`config.mk`:
```
export PLATFORM = sky130hd
export DESIGN_NAME = gnb_queue
export DESIGN_NICKNAME = d
export VERILOG_FILES = /design/src/hdl/gnb_pkg.sv /design/src/hdl/gnb_queue.sv
export SDC_FILE = /design/constraint.sdc
export NUM_CORES = 1
export LEC_CHECK = 0
export BUFFER_PORTS_ARGS = -buffer_cell sky130_fd_sc_hd__buf_2
export CAP_MARGIN = 10
export CORE_MARGIN = 4
export CORE_UTILIZATION = 40
export DETAILED_ROUTE_END_ITERATION = 10
export PLACE_DENSITY = 0.61
export SETUP_SLACK_MARGIN = 0.4
export SLEW_MARGIN = 30
export SYNTH_ARGS = -nofsm -noshare
export SYNTH_HDL_FRONTEND = slang
export SYNTH_SLANG_ARGS = --single-unit
```
`constraint.sdc`:
```
create_clock -name clock -period 5.6 [get_ports clock]
set_input_delay 0.84 -clock clock [delete_from_list [all_inputs] [get_ports clock]]
set_output_delay 0.84 -clock clock [all_outputs]
set_load 0.05 [all_outputs]
```
`src/hdl/gnb_pkg.sv`:
```
// shared types, constants and helper functions for the gaussian noise block
`default_nettype none
package gnb_pkg;

   // fixed formats
   localparam int SampleFracBits = 12;
   localparam int RoundShift     = 24 - SampleFracBits;
   localparam int LogSteps       = 24;
   localparam int SqrtSteps      = 28;
   localparam int RotSteps       = 20;

   // generator and math constants
   localparam logic [31:0] LCG_MUL     = 32'd1664525;
   localparam logic [31:0] LCG_INC     = 32'd1013904223;
   localparam logic [29:0] T_MAX_Q24   = 30'd390128936;
   localparam logic [31:0] LN2_Q32     = 32'hB17217F7;
   localparam logic [30:0] HALF_PI_Q30 = 31'd1686629713;
   localparam logic [29:0] INV_GAIN    = 30'd652032874;

   // rounding offset, one half of the output lsb in q24
   localparam logic signed [32:0] ROUND_HALF = 33'(1) << (RoundShift - 1);

   // register indexes of the csr port
   localparam logic CSR_SEED  = 1'b0;
   localparam logic CSR_COUNT = 1'b1;

   // one drawn pair with its run flags
   typedef struct packed {
      logic [24:0] v;
      logic [24:0] p;
      logic        second_valid;
      logic        last;
   } gnb_item_type;

   typedef enum logic [1:0] {
      F_IDLE,
      F_DRAW2,
      F_PUSH
   } front_state_type;

   typedef enum logic [2:0] {
      B_IDLE,
      B_LOG,
      B_LN,
      B_SQRT,
      B_GAIN,
      B_ROT,
      B_DONE
   } back_state_type;

   // one lcg step, modulo 2^32
   function automatic logic [31:0] lcg_next(input logic [31:0] s);
      logic [31:0] prod;
      prod = s * LCG_MUL;
      return prod + LCG_INC;
   endfunction

   // arctangent table, q30 radians
   function automatic logic [31:0] atan_q30(input logic [4:0] i);
      logic [31:0] a;
      case (i)
         5'd0:    a = 32'h3243F6A8;
         5'd1:    a = 32'h1DAC6705;
         5'd2:    a = 32'h0FADBAFC;
         5'd3:    a = 32'h07F56EA6;
         5'd4:    a = 32'h03FEAB76;
         5'd5:    a = 32'h01FFD55B;
         5'd6:    a = 32'h00FFFAAA;
         5'd7:    a = 32'h007FFF55;
         5'd8:    a = 32'h003FFFEA;
         5'd9:    a = 32'h001FFFFD;
         5'd10:   a = 32'h000FFFFF;
         5'd11:   a = 32'h0007FFFF;
         5'd12:   a = 32'h0003FFFF;
         5'd13:   a = 32'h0001FFFF;
         5'd14:   a = 32'h0000FFFF;
         5'd15:   a = 32'h00007FFF;
         5'd16:   a = 32'h00003FFF;
         5'd17:   a = 32'h00001FFF;
         5'd18:   a = 32'h00000FFF;
         5'd19:   a = 32'h000007FF;
         default: a = 32'h0;
      endcase
      return a;
   endfunction

   // round half up from q24 and saturate to 16 bits
   function automatic logic signed [15:0] to_sample(input logic signed [31:0] val);
      logic signed [32:0] sum;
      logic signed [32:0] shr;
      logic signed [15:0] res;
      sum = {val[31], val} + ROUND_HALF;
      shr = sum >>> RoundShift;
      if (shr > 33'sd32767)
         res = 16'sh7fff;
      else if (shr < -33'sd32768)
         res = 16'sh8000;
      else
         res = shr[15:0];
      return res;
   endfunction

endpackage
`default_nettype wire

```
`src/hdl/gnb_queue.sv`:
```
// two-entry queue between front end and math back end
`default_nettype none
module gnb_queue (
   input  wire logic             clock,
   input  wire logic             reset,
   input  wire logic             push,
   input  wire gnb_pkg::gnb_item_type push_item,
   output logic                  full,
   input  wire logic             pop,
   output gnb_pkg::gnb_item_type pop_item,
   output logic                  empty
);
   import gnb_pkg::*;

   gnb_item_type slot_ff [2];
   logic         wr_ff, wr_in, rd_ff, rd_in;
   logic [1:0]   fill_ff, fill_in;

   // pointers and fill level
   always_comb begin
      wr_in   = push ? ~wr_ff : wr_ff;
      rd_in   = pop ? ~rd_ff : rd_ff;
      fill_in = fill_ff + {1'b0, push} - {1'b0, pop};
      full    = (fill_ff == 2'd2);
      empty   = (fill_ff == 2'd0);
      pop_item = slot_ff[rd_ff];
   end

   always_ff @(posedge clock) begin
      if (reset) begin
         wr_ff   <= 1'b0;
         rd_ff   <= 1'b0;
         fill_ff <= 2'd0;
      end else begin
         wr_ff   <= wr_in;
         rd_ff   <= rd_in;
         fill_ff <= fill_in;
      end
   end

   // storage
   always_ff @(posedge clock) begin
      if (push) slot_ff[wr_ff] <= push_item;
   end

endmodule
`default_nettype wire

```
# Yosys cells after proc, flatten, opt, wreduce, memory -nomap -nowiden
# Memory sizes are Yosys's and may differ from the RTL's. A register that Yosys moved wholly into a read port is not among the register bits.
# Cells that the tools add are included.
# classes
addsub	2
eq_ne	1
muxes	4
bitwise	2
reduce_logical	1
# op_table
cell	n
two-way mux 1 bit	4
adder 2 x 1 -> 2 bit	1
equality test 2 bit, second input constant	1
zero test 2 bit	1
inverter 1 bit	2
subtractor 2 x 1 -> 2 bit	1
# word_totals
ff_bits	4
ram_bits	104
inputBits	56
output_inout_bits	54
word_cells	14
n_memories	1
# memory_table
memory	depth	width	read_ports	rd_clocked_by_memory_dff	write_ports	line_no	source
slot_ff	2	52	1	1	1	gnb_queue.sv:15	gnb_item_type slot_ff [2];

# Depth between registers and ports, before layout
# Gate-level depths: netlist of run 1.
# depth
ltp_word	3
depth_mapped	6
mapped_depth_nobuf	6

# Least setup slack after synthesis of run 1
# OpenSTA, ideal clock, no wires.
# synth_timing
path_type	input -> register
from	in push
to	mem slot_ff[0][0] in the netlist's numbering, enable pin
setup_time_ns	0.468
arrival_ns	3.142
required_ns	5.132
setup_slack_ns	1.990
path_stages	1
n_path_buf	0
cell_sequence	nor2b_1
# synth_between
elab_chain_cells	2
# synth_rtl
element	line_no	source
start: declaration	gnb_queue.sv:6	input wire logic push,
two-way mux 1 bit	gnb_queue.sv:43	if (push) slot_ff[wr_ff] <= push_item;
two-way mux 1 bit (implied by the code)	gnb_queue.sv:43	
end: declaration	gnb_queue.sv:15	
# No other way between the ends.

==> out/summary.txt, run 1 <==
status: complete, no violations
Vias: 1975
fin crit period: 2.72 ns
n_diodes: 0
slew margin rel.: 63.5%
Synth Warn #: 0
P_leak: 2.01 nW
Tcrit/Tclk final: 48.6%
Seq/Total Area, Yosys: 76.3%
number of global-route vias before repair: 2095
RSZ-0062 raised after global routing: no
setup TNS: 0 ns
worst skew pair latency: 0.35 ns
CTS resizes: 0
arrival time at the worst endpoint: 1.88 ns
row count: 37
Avg WL per Cell: 15.0 microns
Worst path max stage delay: 0.65 ns
r2r setup slk: 3.90 ns
register bit total from synthesis: 109
RR Endpoint: slot_ff[1][4]
DRC viols: 0
Post-Syn Area per Cell: 23.1 sq um
commonest non-fill, non-tap cell in the layout: buf_2
final slew viol count: 0
PortBufs: 109
Initial Util: 40.9%
vias per cell: 4.48
WP buf/inv: 2
# fillers: 872
Post-Syn Instances: 183
DP Wirelength: 4.39 mm
CTS Root Cell: clkbuf_8
Die Ht: 111 microns
Final nets: 358
Worst Hold Class: flip-flop to flip-flop
DIE WIDTH: 111 microns
GRT Residual Overflow: 0
clk sinks: 109
commonest non-fill, non-tap cells in the layout: buf_2 (109), edfxtp_1 (104), mux2_4 (50)
Yosys cell types: 13
WHS Path Cells: 2
crit path max-delay cell type: dfxtp_4
crit path cell chain: buf_12 -> mux2_2 -> buf_2
final WL: 6.61 mm
# Post-CTS Setup Buffers: 0
die area: 0.0123 sq mm
Cell Count, Final, Fillers Out: 441
post-layout util: 49.2%
area occupied by multi-input gates: 891 sq um
Syn Nets: 241
Register Area: 0.00323 sq mm
CTS Hold Bufs: 0
buffers from clock root to sink, at most: 2
CTS tree: built
largest net degree at the start of global routing: 40
WP data required: 4.76 ns
Max FO, Critical Path: 29
top cells by area, synth: edfxtp_1 (74%), mux2_4 (18%), buf_12 (2.4%)
Routability Congestion: 0.653
Worst Tran Pin Value: 0.547 ns
share of layout cells above drive strength 1: 59.3%
number of max-cap violations: 0
Num CTS Buffers: 9
Final Hold Viols: 0
CP top delay family: flip-flops
Area Growth Syn to Fin: 20.1%
Synth top area share: 73.9%
Max VDD drop: 0.161 mV
placed cells: 425
Power Density: 355 mW/mm^2
Power, Total: 1.80 mW
Worst-path clk slew: 0.09 ns
I/O pin count: 110
worst-case reg-to-reg path depth: 2
min-delay src: rd_ff
CP endpoint kind: primary output
Yosys top cell by area: edfxtp_1
Post-Syn Area: 0.00422 sq mm
GRT Util Overall: 11.0%
Critical Path Start Type: flip-flop
Fmax achieved: 0.368 GHz
# H-tree levels: 3
crit path kind: flip-flop to primary output
1st-iter DRT viols: 66
Reg2Reg Launch Point: wr_ff
initial antenna violation count: 0
Clock Skew: 0.0143 ns
final setup fails: 0
first-pass GRT wire length: 10.5 mm
Pre-antenna DRT Iters: 4
core area: 0.0103 sq mm
Final ANT Viol Nets: 0
worst max path at each step:
stage                          endpoint  slack [ns]  cells after the start
final                      pop_item[51]        2.88                      3
after global routing       pop_item[51]        2.74                      3
after CTS                  pop_item[51]        2.80                      3
after detailed placement   pop_item[51]        3.20                      3
after global placement     pop_item[51]        3.08                      2
after floorplan           slot_ff[0][0]        1.99                      1
state kept, by name (all words and copies together), names as in the netlist, named ones only:
signal	count
slot_ff	104
fill_ff	2
rd_ff	1
wr_ff	1
power by group:
group          internal, mW  leakage [nW]  switching (mW)  total, mW
Clock                 0.212         0.100           0.252      0.464
Combinational         0.124         0.896           0.238      0.363
Sequential            0.950          1.02          0.0238      0.974
tightest hold or removal path, cell delays in order, from the launching register on:
cell     delay (ns)
dfxtp_1        0.34
xnor2_1        0.09
nor2_1         0.07
kinds of logic (layout without fill, tap and decap cells):
kind of cell / count (synthesis) / in the layout / share of synthesized area, %
fa+ha+maj: 2 / 2 / 0.592
flops: 109 / 109 / 76.3
buf+inv: 8 / 130 / 2.81
simple gates: 9 / 9 / 1.04
mux: 52 / 52 / 18.3
xor+xnor: 3 / 3 / 0.948
per-stage QoR:
| step | setup slack [ns] | instance area (sq um) | hold WS, ns |
|---|---|---|---|
| floorplan | 1.99 | 4220 | 0.480 |
| global placement | 3.08 | 4860 | 0.490 |
| detailed placement | 3.20 | 4880 | 0.505 |
| CTS | 2.80 | 5070 | 0.535 |
| global route | 2.74 | 5070 | 0.567 |
| finish | 2.88 | 5070 | 0.522 |
cells in the mapped netlist, drive strengths merged:
master / n
mux2: 52
inv: 2
dfxtp: 5
edfxtp: 104
xnor2: 2
nor2: 5
buf: 6
xnor3: 1
ha: 2
and2: 1
nor2b: 3
layer usage:
layer,global-route usage [%],share of wire (%)
met5,0,0
met4,4.68,1.4
met3,2.89,6.6
met2,18.7,50
met1,13.2,42
final cells by class:
| cell class | instances | area share [%] |
|---|---|---|
| flip-flops and latches | 109 | 63.6 |
| multi-input cells | 66 | 17.6 |
| repair buffers | 112 | 11.4 |
| well taps | 136 | 3.35 |
| clock buffers | 10 | 2.51 |
| clock inverters | 6 | 1.41 |
| inverters | 2 | 0.148 |
Power figures use the tool's default switching activity.
==> run 2: changes to the inputs <==
--- a/config.mk
+++ b/config.mk
@@ -10,7 +10,7 @@
 export CORE_MARGIN = 4
 export CORE_UTILIZATION = 40
 export DETAILED_ROUTE_END_ITERATION = 10
-export PLACE_DENSITY = 0.61
+export PLACE_DENSITY = 0.64
 export SETUP_SLACK_MARGIN = 0.4
 export SLEW_MARGIN = 30
 export SYNTH_ARGS = -nofsm -noshare
==> constraint.sdc (replaced) <==
create_clock -name clock -period 2.4 [get_ports clock]
set_input_delay 0.36 -clock clock [delete_from_list [all_inputs] [get_ports clock]]
set_output_delay 0.36 -clock clock [all_outputs]
set_load 0.05 [all_outputs]
==> out/summary.txt, run 2 (synthesized netlist as in run 1, its figures left out) <==
Max FO, Critical Path: 23 (-21%)
CTS resizes: 0 (unchanged)
met3 GRT Util: 4.42% (+1.5 points)
CTS tree: built
crit path kind: flip-flop to primary output
Logic pwr share: 20.8% (+0.7 points)
# H-tree levels: 3 (unchanged)
arrival time at the worst endpoint: 1.54 ns (-0.34 ns)
hold endpoint: slot_ff[1][26]
worst-case reg-to-reg path depth: 2 (unchanged)
CTS Root Cell: clkbuf_8
# Post-CTS Setup Buffers: 2 (+2)
placed cells: 428 (+0.71%)
first-pass GRT wire length: 11.1 mm (+5.7%)
setup TNS: 0 ns (unchanged)
Worst-path clk slew: 0.10 ns (about the same)
Largest register FFs: 104 (unchanged)
largest registers: slot_ff (104), fill_ff (2)
Pre-antenna DRT Iters: 4 (unchanged)
CP endpoint kind: primary output
Biggest register: slot_ff
clock share of power: 26.1% (+0.3 points)
Tcrit/Tclk final: 79.1%
Cell Count, Final, Fillers Out: 446 (+1.1%)
Area Growth Syn to Fin: 21.5%
area occupied by multi-input gates: 891 sq um (unchanged)
RSZ-0062 raised after global routing: no
met1 GRT Util: 14.2% (+0.97 points)
largest net degree at the start of global routing: 28 (-30%)
status: complete, no violations
Reg2Reg Launch Point: wr_ff
fin crit period: 1.90 ns
Worst Tran Pin Value: 0.385 ns (-0.162 ns)
Final Hold Viols: 0 (unchanged)
final slew viol count: 0 (unchanged)
CTS Hold Bufs: 0 (unchanged)
n_diodes: 0 (unchanged)
worst skew pair latency: 0.35 ns (about the same)
final WL: 6.94 mm (+5.0%)
Worst Hold Class: input port to flip-flop
number of global-route vias before repair: 2130 (+1.7%)
I/O pin count: 110 (unchanged)
DIE WIDTH: 111 microns (unchanged)
Avg WL per Cell: 15.6 microns (+3.9%)
sequential power share: 53.1% (-1.0 points)
DP Wirelength: 4.69 mm (+7.0%)
PortBufs: 109 (unchanged)
Clock Skew: 0.0109 ns (-0.00345 ns)
P_leak: 2.05 nW (+1.7%)
Register Area: 0.00323 sq mm (unchanged)
slew margin rel.: 74.3% (+11 points)
clk sinks: 109 (unchanged)
r2r setup slk: 1.14 ns (-2.76 ns)
Die Ht: 111 microns (unchanged)
final setup fails: 0 (unchanged)
Max VDD drop: 0.395 mV (+150%)
most used routing layer: met2
Num CTS Buffers: 9 (unchanged)
initial antenna violation count: 0 (unchanged)
core area: 0.0103 sq mm (unchanged)
GRT Residual Overflow: 0 (unchanged)
Critical Path Start Type: flip-flop
commonest non-fill, non-tap cells in the layout: buf_2 (109), edfxtp_1 (104), mux2_4 (50)
min-delay src: push_item[26]
vias per cell: 4.49 (+0.18%)
Initial Util: 40.9% (unchanged)
DRC viols: 0 (unchanged)
row count: 37 (unchanged)
buffers from clock root to sink, at most: 2 (unchanged)
WP data required: 2.04 ns (-2.72 ns)
number of max-cap violations: 0 (unchanged)
1st-iter DRT viols: 112 (+70%)
RR Endpoint: slot_ff[1][13]
Switching Power: 1.23 mW (+140%)
met2 Use GR: 19.1% (+0.36 points)
Net Sw Frac: 28.9% (+0.36 points)
Power Internal: 3.02 mW (+130%)
placed cell area: 0.00491 sq mm (+0.72%)
Power Density: 827 mW/mm^2 (+130%)
Power, Total: 4.24 mW (+140%)
WHS Path Cells: 1 (-1)
Final ANT Viol Nets: 0 (unchanged)
commonest non-fill, non-tap cell in the layout: buf_2
die area: 0.0123 sq mm (unchanged)
Routability Congestion: 0.689 (+5.6%)
post-route cell area: 0.00513 sq mm (+1.1%)
share of layout cells above drive strength 1: 60.6% (+1.3 points)
GRT Util Overall: 11.7% (+0.64 points)
Vias: 2001 (+1.3%)
# fillers: 879 (+0.80%)
Final nets: 363 (+1.4%)
Fmax achieved: 0.527 GHz
## run 2: cell count changes in the layout (fill, tap and decap cells not counted)
cell	change
buf_12	+1
buf_4	+4
clkbuf_1	-1
clkinv_1	-1
clkinv_2	+1
clkinv_4	+1
## run 2: power by group through the flow
stage / registers [mW] / clock network [mW] / logic (mW)
global placement: 2.31 / 0 / 0.872
floorplan: 2.29 / 0 / 0.723
global route: 2.27 / 1.22 / 0.933
finish: 2.26 / 1.11 / 0.883
detailed placement: 2.31 / 0 / 0.880
CTS: 2.26 / 1.15 / 0.898
## run 2: area by class of cell
class                           instances  share of cell area, %
Clock buffer                            9                   2.41
Multi-Input combinational cell         66                   17.4
Clock inverter                          7                   1.58
Tap cell                              136                   3.32
Sequential cell                       109                   62.9
Inverter                                2                  0.146
Timing Repair Buffer                  117                   12.3
## run 2: layer usage
| layer | wire [microns] | share of wire [%] | up-vias |
|---|---|---|---|
| met1 | 2960 | 43 | 976 |
| met4 | 65 | 0.94 | 0 |
| met3 | 487 | 7.0 | 6 |
| li1 | - | - | 952 |
| met5 | 0 | 0 | - |
| met2 | 3430 | 49 | 67 |
## run 2: stage by stage
step / utilization, % / setup WS [ns] / hold slack (ns)
after floorplan: - / 0.816 / 0.432
after global placement: 47.6 / 0.676 / 0.497
after detailed placement: 47.6 / 0.668 / 0.504
after CTS: 49.7 / 0.464 / 0.160
after global routing: 49.7 / 0.433 / 0.150
final: 49.7 / 0.502 / 0.184
## run 2: worst max-delay path, stage by stage, from the launching register on
cell,delay [ns]
dfxtp_4,0.43
buf_12,0.22
mux2_4,0.32
buf_2,0.21
## run 2: worst max-delay path by stage
| stage | startpoint | end | slack (ns) | depth (start not counted) |
|---|---|---|---|---|
| detailed placement | flip-flop | pop_item[22] | 0.67 | 3 |
| floorplan | push | slot_ff[0][0] | 0.82 | 1 |
| global route | flip-flop | pop_item[32] | 0.43 | 3 |
| CTS | flip-flop | pop_item[22] | 0.46 | 3 |
| global placement | flip-flop | pop_item[34] | 0.68 | 3 |
| finish | flip-flop | pop_item[20] | 0.50 | 3 |
==> run 3: changes to the inputs <==
==> constraint.sdc (replaced) <==
create_clock -name clock -period 1.53 [get_ports clock]
set_input_delay 0.2295 -clock clock [delete_from_list [all_inputs] [get_ports clock]]
set_output_delay 0.2295 -clock clock [all_outputs]
set_load 0.05 [all_outputs]
==> out/summary.txt, run 3 (synthesized netlist as in run 1, its figures left out) <==
fin worst setup slack: -0.215 ns (-0.717 ns)
DRC viols: 0 (unchanged)
Routability Congestion: 0.652 (-5.4%)
die area: 0.0123 sq mm (unchanged)
WP data required: 1.30 ns (-0.74 ns)
crit path max-delay cell type: dfxtp_4
slew margin rel.: 83.9% (+9.6 points)
vias per cell: 4.50 (+0.20%)
clk sinks: 109 (unchanged)
number of global-route vias before repair: 2205 (+3.5%)
worst skew pair latency: 0.36 ns (about the same)
crit path cell chain: buf_4 -> buf_12 -> mux2_4 -> buf_6
P_leak: 2.24 nW (+9.4%)
Pre-antenna DRT Iters: 4 (unchanged)
Net Sw Frac: 27.9% (-0.99 points)
DIE WIDTH: 111 microns (unchanged)
Avg WL per Cell: 16.5 microns (+6.1%)
Final Hold Viols: 0 (unchanged)
largest net degree at the start of global routing: 37 (+32%)
PortBufs: 109 (unchanged)
largest registers: slot_ff (104), fill_ff (2)
commonest non-fill, non-tap cells in the layout: edfxtp_1 (104), buf_2 (55), mux2_4 (52)
post-layout util: 55.0% (+5.3 points)
Logic pwr share: 25.6% (+4.8 points)
Worst path max stage delay: 0.41 ns (-0.02 ns)
GRT Residual Overflow: 0 (unchanged)
Worst Hold Class: input port to flip-flop
first-pass GRT wire length: 11.4 mm (+2.6%)
core area: 0.0103 sq mm (unchanged)
fin crit period: 1.74 ns
failing checks: setup timing
Final nets: 371 (+2.2%)
CTS Root Cell: clkbuf_8
final setup fails: 52 (+52)
sequential power share: 50.9% (-2.2 points)
final WL: 7.50 mm (+8.0%)
I/O pin count: 110 (unchanged)
CTS tree: built
Switching Power: 1.95 mW (+59%)
status: complete, but fails checks
row count: 37 (unchanged)
Power Density: 1230 mW/mm^2 (+48%)
Register Area: 0.00324 sq mm (+0.27%)
# H-tree levels: 3 (unchanged)
Die Ht: 111 microns (unchanged)
Max FO, Critical Path: 8 (-65%)
final slew viol count: 0 (unchanged)
Tcrit/Tclk final: 114%
number of max-cap violations: 0 (unchanged)
Critical Path Start Type: flip-flop
n_diodes: 0 (unchanged)
Fin Hold WS: 0.0510 ns (-0.133 ns)
Fmax achieved: 0.573 GHz
crit path kind: flip-flop to primary output
Initial Util: 40.9% (unchanged)
Max VDD drop: 0.696 mV (+76%)
Worst-path clk slew: 0.09 ns (about the same)
Final ANT Viol Nets: 0 (unchanged)
DP Wirelength: 4.85 mm (+3.3%)
RSZ-0062 raised after global routing: yes
share of layout cells above drive strength 1: 63.8% (+3.2 points)
Worst Tran Pin Value: 0.242 ns (-0.144 ns)
Area Growth Syn to Fin: 34.5%
# fillers: 820 (-6.7%)
GRT Util Overall: 12.1% (+0.45 points)
Vias: 2041 (+2.0%)
1st-iter DRT viols: 67 (-40%)
placed cells: 430 (+0.47%)
Largest register FFs: 104 (unchanged)
Cell Count, Final, Fillers Out: 454 (+1.8%)
CP endpoint kind: primary output
Clock Skew: 0.00576 ns (-0.00511 ns)
buffers from clock root to sink, at most: 2 (unchanged)
Power Internal: 5.03 mW (+67%)
CTS Hold Bufs: 0 (unchanged)
Num CTS Buffers: 9 (unchanged)
initial antenna violation count: 0 (unchanged)
arrival time at the worst endpoint: 1.52 ns (-0.02 ns)
Biggest register: slot_ff
area occupied by multi-input gates: 947 sq um (+6.3%)
commonest non-fill, non-tap cell in the layout: edfxtp_1
clock share of power: 23.5% (-2.6 points)
==> run 3: cell types whose count changed in the layout (fill, tap and decap cells not counted), sizes merged <==
cell,delta
clkinvlp,+1
inv,-2
buf,+7
clkinv,-1
clkbuf,+3
==> run 3: critical path: cells and delay by family, from the launching register on <==
kind	cells	cell delay, ns
multiplexers	1	0.31
buffers and inverters	3	0.42
flip-flops	1	0.41
==> run 3: layer usage <==
layer	GRT usage, %	part of all wire (%)	vias to the layer above
li1	-	-	969
met1	14.2	41	990
met2	20.9	51	73
met3	3.82	6.1	9
met4	4.19	1.2	0
met5	0	0	-
==> run 3: timing repair <==
action / 4_1_cts / 5_1_grt
endpoints found under the setup margin: 72 / 92
pin swaps: 3 / 1
cloned: 1 / 1
resized for setup: 121 / 6
buffers inserted: 6 / 0
==> run 3: power groups by stage <==
stage / Clock, mW / Sequential (mW) / Combinational, mW
after global placement: 0 / 3.60 / 1.43
after CTS: 1.69 / 3.55 / 1.77
after floorplan: 0 / 3.59 / 1.14
final: 1.64 / 3.55 / 1.78
after detailed placement: 0 / 3.62 / 1.44
after global routing: 1.85 / 3.57 / 1.86
==> run 3: cell type report <==
class                   count  area share (%)
clock buffers              11            2.31
clock inverters             5           0.903
inverters                   2           0.176
multi-input cells          66            16.7
flip-flops and latches    109            57.0
well taps                 136            3.00
repair buffers            125            20.0
==> run 3: final timing paths <==
path                 startpoint              to  cells after the start  slack [ns]
hold / removal    push_item[48]  slot_ff[1][48]                      1        0.05
setup / recovery      flip-flop    pop_item[35]                      4       -0.21
hold reg to reg           rd_ff           rd_ff                      2        0.53
setup reg to reg     fill_ff[0]      fill_ff[1]                      6        0.33
==> run 3: stage by stage <==
stage | setup WS (ns) | total power [mW] | area, sq um | setup TNS [ns]
2_1_floorplan | 0.00579 | 4.74 | 4250 | 0
3_3_place_gp | 0.149 | 5.03 | 4990 | 0
3_5_place_dp | 0.135 | 5.05 | 4990 | 0
4_1_cts | -0.237 | 7.01 | 5640 | -9.43
5_1_grt | -0.272 | 7.28 | 5680 | -10.98
6_report | -0.215 | 6.98 | 5680 | -8.26
